===== src/sv/gda_pkg.sv =====
// shared types, constants and calendar helpers for the date adder
package gda_pkg;

  // calendar limits
  localparam int MAX_YEAR = 9999;
  localparam int YEAR_W   = 14;
  localparam int MONTH_W  = 4;
  localparam int DAY_W    = 5;
  localparam int ADD_W    = 20;
  localparam int ACC_W    = ADD_W + 1;
  localparam int YLEN_W   = 9;
  localparam int CNT_RAW  = $clog2(MAX_YEAR + 2);
  localparam int CNT_W    = (CNT_RAW > YEAR_W) ? CNT_RAW : YEAR_W;
  localparam int REM_W    = 9;

  localparam logic [REM_W-1:0] QUAD_CENT = REM_W'(400);
  localparam logic [YEAR_W-1:0] QUAD_CENT_Y = YEAR_W'(400);
  localparam logic [MONTH_W-1:0] DEC = MONTH_W'(12);

  // result status codes
  typedef enum logic [1:0] {
    STAT_OK      = 2'd0,
    STAT_ILLEGAL = 2'd1,
    STAT_OVER    = 2'd2
  } status_e;

  // controller to datapath commands
  typedef struct packed {
    logic    load;
    logic    red_step;
    logic    acc_step;
    logic    year_step;
    logic    mwalk_init;
    logic    mwalk_step;
    logic    finish;
    status_e fin_code;
  } cmd_t;

  // datapath to controller status
  typedef struct packed {
    logic field_bad;
    logic red_done;
    logic day_bad;
    logic mon_done;
    logic year_done;
    logic year_over;
    logic mwalk_done;
    logic out_free;
  } stat_t;

  // days in a month, leap flag selects february length
  function automatic logic [DAY_W-1:0] month_len(input logic [MONTH_W-1:0] m,
                                                 input logic leap);
    logic [DAY_W-1:0] len;
    case (m) inside
      4'd4, 4'd6, 4'd9, 4'd11: len = DAY_W'(30);
      4'd2:                    len = leap ? DAY_W'(29) : DAY_W'(28);
      default:                 len = DAY_W'(31);
    endcase
    return len;
  endfunction

  // days in a year
  function automatic logic [YLEN_W-1:0] year_len(input logic leap);
    return leap ? YLEN_W'(366) : YLEN_W'(365);
  endfunction

  // year mod 100 from year mod 400
  function automatic logic [REM_W-1:0] mod_cent(input logic [REM_W-1:0] r);
    logic [REM_W-1:0] res;
    if (r < REM_W'(100)) begin
      res = r;
    end else if (r < REM_W'(200)) begin
      res = r - REM_W'(100);
    end else if (r < REM_W'(300)) begin
      res = r - REM_W'(200);
    end else begin
      res = r - REM_W'(300);
    end
    return res;
  endfunction

endpackage


===== src/sv/gregorian_date_add_days_top.sv =====
// top level: date plus days, one request at a time, registered result
// sequence: load, reduce the year mod 400, add the start month lengths, walk the years,
//   walk the months, then finish; an illegal field ends the request before the reduction,
//   an out-of-range day after it
// one request at a time; the next one may start while a result waits
// reset: asynchronous active low, clears the controller and the result valid
module gregorian_date_add_days_top import gda_pkg::*; (
  input  logic        clk_i,
  input  logic        rst_ni,
  input  logic        s_axis_tvalid_i,
  output logic        s_axis_tready_o,
  // start_year[13:0], start_month[17:14], start_day[22:18], days_to_add[42:23]
  input  logic [47:0] s_axis_tdata_i,
  output logic        m_axis_tvalid_o,
  input  logic        m_axis_tready_i,
  // result_year[13:0], result_month[17:14], result_day[22:18]
  output logic [23:0] m_axis_tdata_o,
  // status[1:0]
  output logic [1:0]  m_axis_tuser_o
);

  cmd_t               cmd;
  stat_t              stat;
  logic [YEAR_W-1:0]  result_year;
  logic [MONTH_W-1:0] result_month;
  logic [DAY_W-1:0]   result_day;
  status_e            status;

  // sequencing
  gda_ctrl u_ctrl (
    .clk_i       (clk_i),
    .rst_ni      (rst_ni),
    .req_valid_i (s_axis_tvalid_i),
    .req_ready_o (s_axis_tready_o),
    .stat_i      (stat),
    .cmd_o       (cmd)
  );

  // arithmetic and result register
  gda_datapath u_datapath (
    .clk_i          (clk_i),
    .rst_ni         (rst_ni),
    .cmd_i          (cmd),
    .stat_o         (stat),
    .start_year_i   (s_axis_tdata_i[13:0]),
    .start_month_i  (s_axis_tdata_i[17:14]),
    .start_day_i    (s_axis_tdata_i[22:18]),
    .days_to_add_i  (s_axis_tdata_i[42:23]),
    .res_valid_o    (m_axis_tvalid_o),
    .res_ready_i    (m_axis_tready_i),
    .result_year_o  (result_year),
    .result_month_o (result_month),
    .result_day_o   (result_day),
    .status_o       (status)
  );

  // pack the result
  assign m_axis_tdata_o = {1'b0, result_day, result_month, result_year};
  assign m_axis_tuser_o = status;

endmodule


===== src/sv/gda_datapath.sv =====
// datapath: operand registers, year and month walkers, result register
module gda_datapath import gda_pkg::*; (
  input  logic               clk_i,
  input  logic               rst_ni,
  input  cmd_t               cmd_i,
  output stat_t              stat_o,
  input  logic [YEAR_W-1:0]  start_year_i,
  input  logic [MONTH_W-1:0] start_month_i,
  input  logic [DAY_W-1:0]   start_day_i,
  input  logic [ADD_W-1:0]   days_to_add_i,
  output logic               res_valid_o,
  input  logic               res_ready_i,
  output logic [YEAR_W-1:0]  result_year_o,
  output logic [MONTH_W-1:0] result_month_o,
  output logic [DAY_W-1:0]   result_day_o,
  output status_e            status_o
);

  logic [CNT_W-1:0]   year_q, year_d;
  logic [YEAR_W-1:0]  rem_q, rem_d;
  logic [MONTH_W-1:0] month_q, month_d;
  logic [DAY_W-1:0]   day_q, day_d;
  logic [MONTH_W-1:0] mcnt_q, mcnt_d;
  logic [ACC_W-1:0]   acc_q, acc_d;
  logic               out_valid_q;
  logic [YEAR_W-1:0]  res_year_q;
  logic [MONTH_W-1:0] res_month_q;
  logic [DAY_W-1:0]   res_day_q;
  status_e            res_status_q;

  logic [REM_W-1:0]   rem_low;
  logic               leap;
  logic [DAY_W-1:0]   cur_mlen;
  logic [YLEN_W-1:0]  cur_ylen;

  // leap rule from the running year remainders
  assign rem_low  = rem_q[REM_W-1:0];
  assign leap     = ((year_q[1:0] == 2'd0) && (mod_cent(rem_low) != '0)) ||
                    (rem_low == '0);
  assign cur_mlen = month_len(mcnt_q, leap);
  assign cur_ylen = year_len(leap);

  // status toward the controller
  always_comb begin
    stat_o.field_bad  = (year_q == '0) || (year_q > CNT_W'(MAX_YEAR)) ||
                        (month_q == '0) || (month_q > DEC) || (day_q == '0);
    stat_o.red_done   = (rem_q < QUAD_CENT_Y);
    stat_o.day_bad    = (day_q > month_len(month_q, leap));
    stat_o.mon_done   = (mcnt_q == month_q);
    stat_o.year_over  = (year_q > CNT_W'(MAX_YEAR));
    stat_o.year_done  = (acc_q <= ACC_W'(cur_ylen));
    stat_o.mwalk_done = (mcnt_q == DEC) || (acc_q <= ACC_W'(cur_mlen));
    stat_o.out_free   = !out_valid_q || res_ready_i;
  end

  // next values of the working registers
  always_comb begin
    year_d  = year_q;
    rem_d   = rem_q;
    month_d = month_q;
    day_d   = day_q;
    mcnt_d  = mcnt_q;
    acc_d   = acc_q;
    if (cmd_i.load) begin
      year_d  = CNT_W'(start_year_i);
      rem_d   = start_year_i;
      month_d = start_month_i;
      day_d   = start_day_i;
      mcnt_d  = MONTH_W'(1);
      acc_d   = ACC_W'(start_day_i) + ACC_W'(days_to_add_i);
    end
    if (cmd_i.red_step) begin
      rem_d = rem_q - QUAD_CENT_Y;
    end
    if (cmd_i.acc_step) begin
      acc_d  = acc_q + ACC_W'(cur_mlen);
      mcnt_d = mcnt_q + MONTH_W'(1);
    end
    if (cmd_i.year_step) begin
      acc_d  = acc_q - ACC_W'(cur_ylen);
      year_d = year_q + CNT_W'(1);
      rem_d  = (rem_low == QUAD_CENT - REM_W'(1)) ? '0 : rem_q + YEAR_W'(1);
    end
    if (cmd_i.mwalk_init) begin
      mcnt_d = MONTH_W'(1);
    end
    if (cmd_i.mwalk_step) begin
      acc_d  = acc_q - ACC_W'(cur_mlen);
      mcnt_d = mcnt_q + MONTH_W'(1);
    end
  end

  // working registers
  always_ff @(posedge clk_i) begin
    year_q  <= year_d;
    rem_q   <= rem_d;
    month_q <= month_d;
    day_q   <= day_d;
    mcnt_q  <= mcnt_d;
    acc_q   <= acc_d;
  end

  // result valid flag
  always_ff @(posedge clk_i or negedge rst_ni) begin
    if (!rst_ni) begin
      out_valid_q <= 1'b0;
    end else if (cmd_i.finish) begin
      out_valid_q <= 1'b1;
    end else if (res_ready_i) begin
      out_valid_q <= 1'b0;
    end
  end

  // result payload, zero unless ok
  always_ff @(posedge clk_i) begin
    if (cmd_i.finish) begin
      res_status_q <= cmd_i.fin_code;
      if (cmd_i.fin_code == STAT_OK) begin
        res_year_q  <= year_q[YEAR_W-1:0];
        res_month_q <= mcnt_q;
        res_day_q   <= acc_q[DAY_W-1:0];
      end else begin
        res_year_q  <= '0;
        res_month_q <= '0;
        res_day_q   <= '0;
      end
    end
  end

  assign res_valid_o    = out_valid_q;
  assign result_year_o  = res_year_q;
  assign result_month_o = res_month_q;
  assign result_day_o   = res_day_q;
  assign status_o       = res_status_q;

`ifndef ASSERT_OFF
  // an ok result carries a real month and day
  a_ok_date: assert property (@(posedge clk_i) disable iff (!rst_ni)
    out_valid_q && (res_status_q == STAT_OK) |->
      (res_month_q != '0) && (res_month_q <= DEC) && (res_day_q != '0))
    else $error("ok result with empty month or day");

  // a failed result is all zero
  a_err_zero: assert property (@(posedge clk_i) disable iff (!rst_ni)
    out_valid_q && (res_status_q != STAT_OK) |->
      (res_year_q == '0) && (res_month_q == '0) && (res_day_q == '0))
    else $error("failed result with nonzero date");

  // year walk runs on a reduced remainder
  a_rem_reduced: assert property (@(posedge clk_i) disable iff (!rst_ni)
    cmd_i.year_step |-> (rem_q < QUAD_CENT_Y))
    else $error("year step with unreduced remainder");

  // month walk stops at december
  a_mwalk_bound: assert property (@(posedge clk_i) disable iff (!rst_ni)
    cmd_i.mwalk_step |-> (mcnt_q < DEC) && (acc_q != '0))
    else $error("month walk past december");
`endif

endmodule


===== src/sv/gda_ctrl.sv =====
// controller: sequences check, reduction, accumulation and the two walks
module gda_ctrl import gda_pkg::*; (
  input  logic  clk_i,
  input  logic  rst_ni,
  input  logic  req_valid_i,
  output logic  req_ready_o,
  input  stat_t stat_i,
  output cmd_t  cmd_o
);

  typedef enum logic [5:0] {
    ST_IDLE   = 6'b000001,
    ST_REDUCE = 6'b000010,
    ST_ACCUM  = 6'b000100,
    ST_YEARS  = 6'b001000,
    ST_MONTHS = 6'b010000,
    ST_DONE   = 6'b100000
  } state_e;

  state_e  state_q, state_d;
  status_e code_q, code_d;

  assign req_ready_o = (state_q == ST_IDLE);

  // next state and commands
  always_comb begin
    state_d  = state_q;
    code_d   = code_q;
    cmd_o    = '0;
    case (state_q)
      ST_IDLE: begin
        if (req_valid_i) begin
          cmd_o.load = 1'b1;
          state_d    = ST_REDUCE;
        end
      end
      ST_REDUCE: begin
        if (stat_i.field_bad) begin
          code_d  = STAT_ILLEGAL;
          state_d = ST_DONE;
        end else if (!stat_i.red_done) begin
          cmd_o.red_step = 1'b1;
        end else if (stat_i.day_bad) begin
          code_d  = STAT_ILLEGAL;
          state_d = ST_DONE;
        end else begin
          state_d = ST_ACCUM;
        end
      end
      ST_ACCUM: begin
        if (stat_i.mon_done) begin
          state_d = ST_YEARS;
        end else begin
          cmd_o.acc_step = 1'b1;
        end
      end
      ST_YEARS: begin
        if (stat_i.year_over) begin
          code_d  = STAT_OVER;
          state_d = ST_DONE;
        end else if (stat_i.year_done) begin
          cmd_o.mwalk_init = 1'b1;
          state_d          = ST_MONTHS;
        end else begin
          cmd_o.year_step = 1'b1;
        end
      end
      ST_MONTHS: begin
        if (stat_i.mwalk_done) begin
          code_d  = STAT_OK;
          state_d = ST_DONE;
        end else begin
          cmd_o.mwalk_step = 1'b1;
        end
      end
      ST_DONE: begin
        cmd_o.fin_code = code_q;
        if (stat_i.out_free) begin
          cmd_o.finish = 1'b1;
          state_d      = ST_IDLE;
        end
      end
      default: begin
        state_d = ST_IDLE;
      end
    endcase
  end

  // state registers
  always_ff @(posedge clk_i or negedge rst_ni) begin
    if (!rst_ni) begin
      state_q <= ST_IDLE;
      code_q  <= STAT_OK;
    end else begin
      state_q <= state_d;
      code_q  <= code_d;
    end
  end

`ifndef ASSERT_OFF
  // a request is taken only when the block is idle
  a_load_idle: assert property (@(posedge clk_i) disable iff (!rst_ni)
    cmd_o.load |=> (state_q == ST_REDUCE))
    else $error("load did not start reduction");

  // at most one datapath step per cycle
  a_one_step: assert property (@(posedge clk_i) disable iff (!rst_ni)
    $onehot0({cmd_o.load, cmd_o.red_step, cmd_o.acc_step, cmd_o.year_step,
              cmd_o.mwalk_step, cmd_o.finish}))
    else $error("conflicting datapath commands");

  // finishing returns to idle
  a_finish_idle: assert property (@(posedge clk_i) disable iff (!rst_ni)
    cmd_o.finish |=> req_ready_o)
    else $error("not idle after finish");
`endif

endmodule


===== config.mk =====
export PLATFORM = sky130hd
export DESIGN_NAME = gregorian_date_add_days_top
export DESIGN_NICKNAME = d
export VERILOG_FILES = /design/src/sv/gda_pkg.sv /design/src/sv/gregorian_date_add_days_top.sv /design/src/sv/gda_datapath.sv /design/src/sv/gda_ctrl.sv
export SDC_FILE = /design/constraint.sdc
export NUM_CORES = 1
export LEC_CHECK = 0
export BUFFER_PORTS_ARGS = -buffer_cell sky130_fd_sc_hd__buf_2
export CORE_UTILIZATION = 45
export DETAILED_ROUTE_END_ITERATION = 10
export HOLD_SLACK_MARGIN = 0.06
export PLACE_DENSITY = 0.75
export SLEW_MARGIN = 20
export SYNTH_ARGS = -nofsm -noshare
export SYNTH_HDL_FRONTEND = slang
export SYNTH_SLANG_ARGS = --single-unit

===== constraint.sdc =====
create_clock -name clk_i -period 6.4 [get_ports clk_i]
set_input_delay 1.28 -clock clk_i [delete_from_list [all_inputs] [get_ports clk_i]]
set_output_delay 1.28 -clock clk_i [all_outputs]
set_load 0.1 [all_outputs]

==> flow_summary_export.csv, run 1 <==
group,metric,value,unit
global_route,grt_max_degree,42,
critical_path,critPathMaxFanout,21,
layout,final_cells,1101,
critical_path,end_kind,"flip-flop",
global_route,grt_util_met2,35.7,%
critical_path,critical_path_required,6430,ps
die,ioPinCount,80,
critical_path,critPathKind,"flip-flop to flip-flop",
clocking,postCtsHoldBufs,0,
synthesis,post_synth_most_frequent_cells,"edfxtp_1, nand2_1, nor2_1",
synthesis,yosys_warnings,0,
die,row_count,47,
synthesis,synth_edf_count,87,
detailed_routing,drc,0,
clocking,ctsResizeCount,0,
timing,worst_pin_slew,794,ps
layout,diodes,0,
global_route,grt_use_met3,4.38,%
synthesis,synth_cell_type_count,87,
place,placed_area,8050,um^2
critical_path,r2r_start,"u_datapath.rem_q[5]",
synthesis,yosysMostFrequentCell,"edfxtp_1",
timing,slew_viol_final,0,
critical_path,critical_path.cell_chain,"inv_1, ha_1, a21boi_0, nor4b_1, a211o_1, a2111oi_4, o211ai_4, a21o_1, o21ai_0, o21ai_0, ha_1, nor2_1, o21ai_0, or3_1, nand2_1, o211a_1, nor2_1, nand3_1, buf_4",
layout,fill_cells,1516,
layout,fin_nets,960,
timing,rsz0062_at_grt,"no",
worst_hold_path,hp-start,"u_ctrl.code_q[0]",
critical_path,max_stage_delay,690,ps
timing,finalCriticalPeriod,5870,ps
clocking,postCtsSetupRepairBufs,0,
timing,tns,0,ps
detailed_routing,wl_per_cell,17.1,um
global_route,grt_pass1_wl,31100,um
run,maxCapViolCount,0,
global_route,use_met1,29.4,%
global_route,grt_usage,22.0,%
detailed_routing,dr.first_iter.drc_count,677,
layout,multiInputGateArea,4340,um^2
synthesis,synth_nets,921,
clocking,clk_pin_slew,80,ps
synthesis,ys.flop_type,"edfxtp_1",
detailed_routing,vias,6559,
critical_path,worstPathArrival,5900,ps
power_and_ir_drop,peakVddDrop,0.000206,V
synthesis,async_flop_share,9.38,%
timing,finalSetupViolations,0,
synthesis,synth_area,7610,um^2
power_and_ir_drop,power_density,344,nW/um^2
clocking,clock_path_buffers,2,
power_and_ir_drop,fin_total_pwr,2870,uW
detailed_routing,routed_wl,18800,um
timing,max_freq,170,MHz
layout,stdcell_area,8350,um^2
worst_hold_path,whs_endpoint,"u_ctrl.code_q[0]",
clocking,cts_max_level,3,
place,io_buffer_count,73,
die,die-area,17400,um^2
global_route,antenna_found_initial,0,
clocking,root_buffer,"clkbuf_16",
critical_path,regToRegSetupSlack,530,ps
power_and_ir_drop,leakage,0.00321,uW
timing,setup_slack,529,ps
clocking,cts_buffers,9,
die,start_util,46.0,%
synthesis,yosysTopAreaCell,"edfxtp_1",
layout,register_area,2840,um^2
critical_path,reg2regPathDepth,19,
layout,drive_gt1_share,15.3,%
place,post-place-ws,677,ps
clocking,clock_latency,360,ps
timing,max_slew_margin,46.9,%
global_route,grt_busiest_layer,"met2",
critical_path,startpoint_type,"flip-flop",
place,hpwl,13900,um
timing,skew,8.78,ps
outcome,status,"completed",
worst_hold_path,hold-path-cell-count,2,
synthesis,synth.top_cell.area_share,34.3,%
critical_path,slowest_stage,"edfxtp_1",
clocking,cts_tree,"done",
timing,fin_crit_sh,91.7,%
clocking,clock_sinks,96,
detailed_routing,final_antenna_net_count,0,
critical_path,worstReg2RegEnd,"u_datapath.acc_q[14]",
worst_hold_path,hold_class,"flip-flop to flip-flop",
die,fp.dieW,132,um
place,dp.cells,1085,
synthesis,synth.area.top_cells,"edfxtp_1, ha_1, nand2_1",
die,die-height,132,um
place,gp_congestion,0.885,
synthesis,syn_inst,837,
global_route,grt_pass1_vias,6300,
synthesis,syn_area_per_cell,9.09,um^2
global_route,grt_overflow_total,0,
layout,area_delta_synth_final,9.79,%
detailed_routing,via_per_inst,5.96,
die,core_area,16500,um^2
detailed_routing,first_pass_iters,5,
synthesis,ys_seq_area_share,37.3,%
synthesis,synth-seq-cells,96,
timing,hold_viol,0,
critical_path,crit_path_frequent_cell,"o21ai_0",
state kept, by name, summed over array words and instances (netlist names):
name                       flops
u_datapath.result_day_o        5
u_ctrl.code_q                  2
u_datapath.result_year_o      14
u_datapath.mcnt_q              4
u_datapath.acc_q              21
u_datapath.res_valid_o         1
u_datapath.rem_q              14
u_datapath.result_month_o      4
u_datapath.day_q               5
u_datapath.status_o            2
u_datapath.month_q             4
u_datapath.year_q             14
u_ctrl.state_q                 6
metal layers:
| layer | part of all wire (%) | up-vias |
|---|---|---|
| li1 | - | 3165 |
| met1 | 44 | 3119 |
| met2 | 47 | 249 |
| met3 | 6.6 | 26 |
| met4 | 1.8 | 0 |
| met5 | 0 | - |
final cells by class:
cell class                      instances  area share, %
Inverter                               44           1.98
Clock buffer                            9           2.70
Sequential cell                        96           34.0
Timing Repair Buffer                   82           5.18
Clock inverter                          7          0.869
Multi-Input combinational cell        643           52.0
Tap cell                              220           3.30
power by group:
group | switching [uW] | internal, uW
sequential | 234 | 908
combinational | 770 | 413
clock | 271 | 276
total | 1280 | 1600
kinds of logic (layout without fill, tap and decap cells):
logic type | Yosys count | in the layout | synth area share [%]
AO/OA/AOI/OAI | 216 | 216 | 20.9
AND/OR/NAND/NOR | 318 | 318 | 21.5
buffers and inverters | 98 | 142 | 5.84
XOR/XNOR | 69 | 69 | 7.95
multiplexers | 7 | 7 | 0.938
adder cells (fa/ha/maj) | 32 | 32 | 5.56
other | 1 | 1 | 0.0493
flip-flops | 96 | 96 | 37.3
how the worst max path moves through the flow:
stage,start,endpoint,slack (ps)
after global routing,u_datapath.rem_q[5],u_ctrl.state_q[3],130
after global placement,u_datapath.rem_q[5],u_datapath.acc_q[11],770
final,u_datapath.rem_q[5],u_datapath.acc_q[14],530
after CTS,u_datapath.rem_q[5],u_ctrl.state_q[3],650
after detailed placement,u_datapath.rem_q[5],u_datapath.acc_q[14],680
after floorplan,u_datapath.rem_q[4],u_datapath.acc_q[0],1470
worst max-delay path: cells and delay by family, from the launching register on:
family,cells,cell delay [ps]
AO/OA/AOI/OAI,9,2390
adder cells (fa/ha/maj),2,550
buffers and inverters,2,600
flip-flops,1,690
AND/OR/NAND/NOR,6,1260
per-stage QoR:
| stage | util [%] | hold WS (ps) |
|---|---|---|
| 4_1_cts | 50.5 | 484 |
| 3_3_place_gp | 48.7 | 455 |
| 5_1_grt | 50.5 | 517 |
| 6_report | 50.5 | 476 |
| 3_5_place_dp | 48.7 | 467 |
| 2_1_floorplan | - | 440 |
cells in the final DEF (no fill, tap or decap), types with 6 or more instances in the layout:
cell / synthesis / routed
a211oi_1: 8 / 8
a21o_1: 13 / 13
a21oi_1: 26 / 26
a22oi_1: 6 / 6
a311oi_1: 6 / 6
a31oi_1: 8 / 8
and2_1: 24 / 24
and3_1: 12 / 12
buf_2: 9 / 73
buf_4: 9 / 9
clkbuf_16: 0 / 9
dfrtp_1: 8 / 8
edfxtp_1: 87 / 87
ha_1: 29 / 29
inv_1: 42 / 42
mux2i_1: 6 / 6
nand2_1: 85 / 85
nand3_1: 28 / 28
nand4_1: 18 / 18
nor2_1: 63 / 63
nor3_1: 21 / 20
nor4_1: 10 / 10
o211ai_1: 6 / 6
o21ai_0: 58 / 58
o221ai_1: 9 / 9
o22ai_1: 11 / 11
o31ai_1: 8 / 7
or3_1: 9 / 9
or4_1: 6 / 6
xnor2_1: 35 / 35
xor2_1: 34 / 34
Power figures use the tool's default switching activity.
==> inputs of run 2 (changes only) <==
Settings changed: CORE_MARGIN set to 8, PLACE_DENSITY 0.75 to 0.68.
==> flow_summary_export.csv, run 2 (synthesis gave the netlist of run 1 again) <==
group,metric,value,unit
timing,fin_crit_sh,87.0,%
timing,max_freq,180,MHz
power_and_ir_drop,sequentialPowerShare,39.4,%
timing,hold_viol,0,
critical_path,critPathMaxFanout,17,
clocking,clock_latency,370,ps
layout,register_area,2840,um^2
detailed_routing,drc,0,
power_and_ir_drop,p_switching,1270,uW
die,row_count,47,
layout,stdcell_area,8350,um^2
detailed_routing,first_pass_iters,5,
timing,slew_viol_final,0,
critical_path,critical_path_buf_inv_count,2,
critical_path,worstPathArrival,5840,ps
die,fp.dieW,146,um
die,start_util,45.9,%
critical_path,end_kind,"flip-flop",
clocking,ctsResizeCount,0,
clocking,cts_buffers,9,
critical_path,critPathKind,"flip-flop to flip-flop",
clocking,cts_tree,"done",
detailed_routing,vias,6481,
global_route,grt_overflow_total,0,
global_route,grt_busiest_layer,"met2",
place,dp.cells,1085,
worst_hold_path,hold_class,"flip-flop to flip-flop",
power_and_ir_drop,peakVddDrop,0.000161,V
layout,largest_reg_flops,21,
layout,area_delta_synth_final,9.82,%
critical_path,slowest_stage,"o211a_1",
clocking,postCtsSetupRepairBufs,0,
die,die-area,21300,um^2
layout,final_cells,1101,
place,placed_area,8050,um^2
global_route,grt_pass1_wl,31600,um
timing,worst_pin_slew,859,ps
clocking,postCtsHoldBufs,0,
clocking,clock_sinks,96,
critical_path,worstSetupPathDepth,21,
layout,top_register,"u_datapath.acc_q",
timing,finalSetupViolations,0,
detailed_routing,dr.first_iter.drc_count,635,
place,hpwl,14000,um
place,gp_congestion,0.882,
outcome,status,"completed",
global_route,antenna_found_initial,0,
timing,finalCriticalPeriod,5560,ps
power_and_ir_drop,pwr-share-clk,18.9,%
power_and_ir_drop,power_switching_share,44.2,%
global_route,grt_usage,17.8,%
detailed_routing,final_antenna_net_count,0,
place,io_buffer_count,73,
detailed_routing,routed_wl,18900,um
global_route,grt_pass1_vias,6214,
die,core_area,16600,um^2
timing,rsz0062_at_grt,"no",
power_and_ir_drop,p_comb_share,41.6,%
global_route,grt_max_degree,42,
layout,fin_nets,960,
clocking,clock_path_buffers,2,
worst_hold_path,hold-path-cell-count,2,
clocking,cts_max_level,3,
power_and_ir_drop,power_density,343,nW/um^2
layout,mostFrequentLayoutCell,"edfxtp_1",
layout,fill_cells,1603,
critical_path,max_stage_delay,530,ps
timing,skew,14.3,ps
global_route,grt_util_met2,28.3,%
critical_path,critical_path.top_delay_family,"compound AO/OA/AOI/OAI gates",
detailed_routing,wl_per_cell,17.1,um
layout,multiInputGateArea,4340,um^2
layout,drive_gt1_share,15.3,%
power_and_ir_drop,leakage,0.00321,uW
critical_path,startpoint_type,"flip-flop",
clocking,clk_pin_slew,80,ps
global_route,use_met1,23.9,%
layout,mostFrequentLayoutCells,"edfxtp_1, nand2_1, buf_2, nor2_1, o21ai_0",
critical_path,crit_path_frequent_cell,"o21ai_0",
critical_path,critical_path.cell_chain,"buf_4, inv_1, ha_1, a21boi_0, nor4b_1, a211o_1, a2111oi_4, o211ai_4, a21o_1, o21ai_0, o21ai_0, ha_1, nor2_1, o21ai_0, or3_1, nand2_1, o211a_1, nor2_1, o211ai_1, or3_1, o31ai_1",
timing,tns,0,ps
global_route,grt_use_met3,4.11,%
layout,diodes,0,
power_and_ir_drop,internal_power,1600,uW
clocking,root_buffer,"clkbuf_16",
critical_path,critical_path_required,6680,ps
timing,max_slew_margin,42.5,%
die,ioPinCount,80,
critical_path,reg2regPathDepth,21,
die,die-height,146,um
detailed_routing,via_per_inst,5.89,
run,maxCapViolCount,0,
-- run 2: stage by stage --
stage / worst slack [ps] / power [uW] / util, % / hold WS, ps
after global routing: 211 / 3060 / 50.4 / 528
final: 835 / 2870 / 50.4 / 488
after global placement: 901 / 2310 / 48.5 / 458
after floorplan: 1470 / 2050 / - / 440
after detailed placement: 895 / 2320 / 48.6 / 470
after CTS: 862 / 2870 / 50.4 / 498
-- run 2: power groups by stage --
stage	Sequential, uW	Clock [uW]	Combinational (uW)
after floorplan	1110	0	938
after global placement	1140	0	1170
after detailed placement	1140	0	1180
after CTS	1120	557	1190
after global routing	1160	581	1320
final	1130	543	1190
-- run 2: path summary, 6_finish.rpt --
| kind | from | endpoint | slack, ps |
|---|---|---|---|
| setup reg to reg | u_datapath.rem_q[5] | u_ctrl.state_q[3] | 840 |
| max in group asynchronous | rst_ni | u_ctrl.state_q[0] | 5400 |
| hold reg to reg | u_ctrl.code_q[0] | u_ctrl.code_q[0] | 490 |
| hold / removal | u_ctrl.code_q[0] | u_ctrl.code_q[0] | 490 |
| min in group asynchronous | rst_ni | u_datapath.res_valid_o | 750 |
| setup / recovery | u_datapath.rem_q[5] | u_ctrl.state_q[3] | 840 |
-- run 2: worst min-delay path: cells and delay by family (launching register included) --
| family | cells | cell delay [ps] |
|---|---|---|
| flip-flops | 1 | 350 |
| AND/OR/NAND/NOR | 1 | 50 |
| AO/OA/AOI/OAI | 1 | 50 |
-- run 2: area by class of cell --
type / count / area share [%]
flip-flops and latches: 96 / 34.0
clock inverters: 7 / 0.899
clock buffers: 9 / 2.70
inverters: 44 / 1.98
multi-input cells: 643 / 52.0
repair buffers: 82 / 5.18
well taps: 220 / 3.30
-- run 2: metal layers --
| metal | share of wire [%] | routed length [um] |
|---|---|---|
| met2 | 46 | 8700 |
| met4 | 1.5 | 286 |
| met5 | 0 | 0 |
| met3 | 6.0 | 1130 |
| met1 | 46 | 8740 |
==> inputs of run 3 (changes only) <==
Settings changed: CORE_MARGIN 8 to not set.
==> flow_summary_export.csv, run 3 (synthesis gave the netlist of run 1 again) <==
group,metric,value,unit
power_and_ir_drop,power_density,344,nW/um^2
die,start_util,46.0,%
die,die-height,132,um
die,row_count,47,
layout,mostFrequentLayoutCell,"edfxtp_1",
timing,tns,0,ps
global_route,antenna_found_initial,0,
timing,rsz0062_at_grt,"no",
detailed_routing,drc,0,
global_route,grt_busiest_layer,"met2",
place,post-place-ws,724,ps
global_route,grt_util_met2,35.2,%
place,hpwl,13700,um
layout,fin_nets,960,
power_and_ir_drop,peakVddDrop,0.000196,V
die,fp.dieW,132,um
critical_path,startpoint_type,"flip-flop",
layout,top_register,"u_datapath.acc_q",
die,die-area,17400,um^2
clocking,clock_path_buffers,2,
critical_path,critical_path_required,6680,ps
detailed_routing,via_per_inst,5.87,
global_route,grt_overflow_total,0,
critical_path,critical_path.cell_chain,"inv_1, ha_1, a21boi_0, nor4b_1, a211o_1, a2111oi_4, o211ai_4, a21o_1, o21ai_0, o21ai_0, ha_1, nor2_1, o21ai_0, or3_1, nand2_1, o211a_1, nor2_1, o211ai_1, or3_1, o31ai_1",
critical_path,max_stage_delay,620,ps
detailed_routing,routed_wl,18600,um
layout,diodes,0,
critical_path,critical_path_buf_inv_count,1,
detailed_routing,vias,6459,
timing,finalCriticalPeriod,5730,ps
clocking,cts_buffers,9,
detailed_routing,wl_per_cell,16.9,um
timing,max_freq,175,MHz
clocking,postCtsSetupRepairBufs,0,
die,ioPinCount,80,
timing,worst_pin_slew,823,ps
run,maxCapViolCount,0,
critical_path,slowest_stage,"edfxtp_1",
place,gp_congestion,0.886,
clocking,clk_pin_slew,80,ps
timing,hold_viol,0,
die,core_area,16500,um^2
clocking,postCtsHoldBufs,0,
clocking,clock_sinks,96,
global_route,use_met1,30.1,%
worst_hold_path,hold_class,"flip-flop to flip-flop",
layout,mostFrequentLayoutCells,"edfxtp_1, nand2_1, buf_2, nor2_1, o21ai_0",
clocking,root_buffer,"clkbuf_16",
place,io_buffer_count,73,
timing,setup_slack,671,ps
critical_path,critPathMaxFanout,13,
critical_path,crit_path_frequent_cell,"o21ai_0",
detailed_routing,final_antenna_net_count,0,
timing,slew_viol_final,0,
global_route,grt_max_degree,42,
timing,skew,12.0,ps
outcome,status,"completed",
clocking,cts_max_level,3,
clocking,ctsResizeCount,0,
detailed_routing,dr.first_iter.drc_count,573,
critical_path,critical_path.top_delay_family,"compound AO/OA/AOI/OAI gates",
clocking,clock_latency,360,ps
layout,drive_gt1_share,15.3,%
detailed_routing,first_pass_iters,5,
power_and_ir_drop,fin_total_pwr,2870,uW
timing,finalSetupViolations,0,
timing,max_slew_margin,44.9,%
global_route,grt_pass1_vias,6197,
critical_path,worstPathArrival,6010,ps
layout,largest_reg_flops,21,
global_route,grt_usage,22.1,%
critical_path,end_kind,"flip-flop",
timing,fin_crit_sh,89.5,%
global_route,grt_pass1_wl,31100,um
global_route,grt_use_met3,4.84,%
clocking,cts_tree,"done",
critical_path,critPathKind,"flip-flop to flip-flop",
layout,area_delta_synth_final,9.75,%
power_and_ir_drop,leakage,0.00321,uW
[run 3: cell count changes in the layout (fill, tap and decap cells not counted)]
cell      change
clkinv_8      -1
inv_8         +1
[run 3: worst min-delay path, stage by stage, from the launching register on]
cell and delay (ps):
dfrtp_1 350, nand2_1 50, o31ai_1 60
[run 3: power by group]
part	total, uW	switching, uW	internal (uW)
Combinational	1190	774	412
Clock	544	269	275
Sequential	1140	233	908
Total	2870	1280	1600
[run 3: final cells by class]
class / count / area, um^2
multi-input combinational: 643 / 4340
sequential: 96 / 2840
clock inverter: 7 / 70.1
clock buffer: 9 / 225
timing repair buffer: 82 / 433
inverter: 44 / 165
fill: 1552 / 8180
tap: 220 / 275
[run 3: metrics by stage]
| step | cell area [um^2] | std cells | utilization [%] | hold WS, ps |
|---|---|---|---|---|
| 5_1_grt | 8350 | 1101 | 50.5 | 515 |
| 3_3_place_gp | 8050 | 1085 | 48.7 | 461 |
| 4_1_cts | 8350 | 1101 | 50.5 | 487 |
| 3_5_place_dp | 8050 | 1085 | 48.7 | 466 |
| 2_1_floorplan | 7610 | 837 | - | 440 |
| 6_report | 8350 | 1101 | 50.5 | 484 |
[run 3: routing by layer]
metal  vias to the layer above  wire length (um)
li1                       3172                 -
met1                      3096              8650
met2                       174              8800
met3                        17               946
met4                         0               219
met5                         -                 0
[run 3: path summary, 6_finish.rpt]
kind,slack (ps),cells after the start,from,end
hold reg to reg,480,2,u_ctrl.code_q[0],u_ctrl.code_q[0]
hold / removal,480,2,u_ctrl.code_q[0],u_ctrl.code_q[0]
setup / recovery,670,20,u_datapath.rem_q[5],u_ctrl.state_q[3]
setup reg to reg,670,20,u_datapath.rem_q[5],u_ctrl.state_q[3]
min in group asynchronous,750,1,rst_ni,u_datapath.res_valid_o
max in group asynchronous,5400,1,rst_ni,u_ctrl.state_q[0]
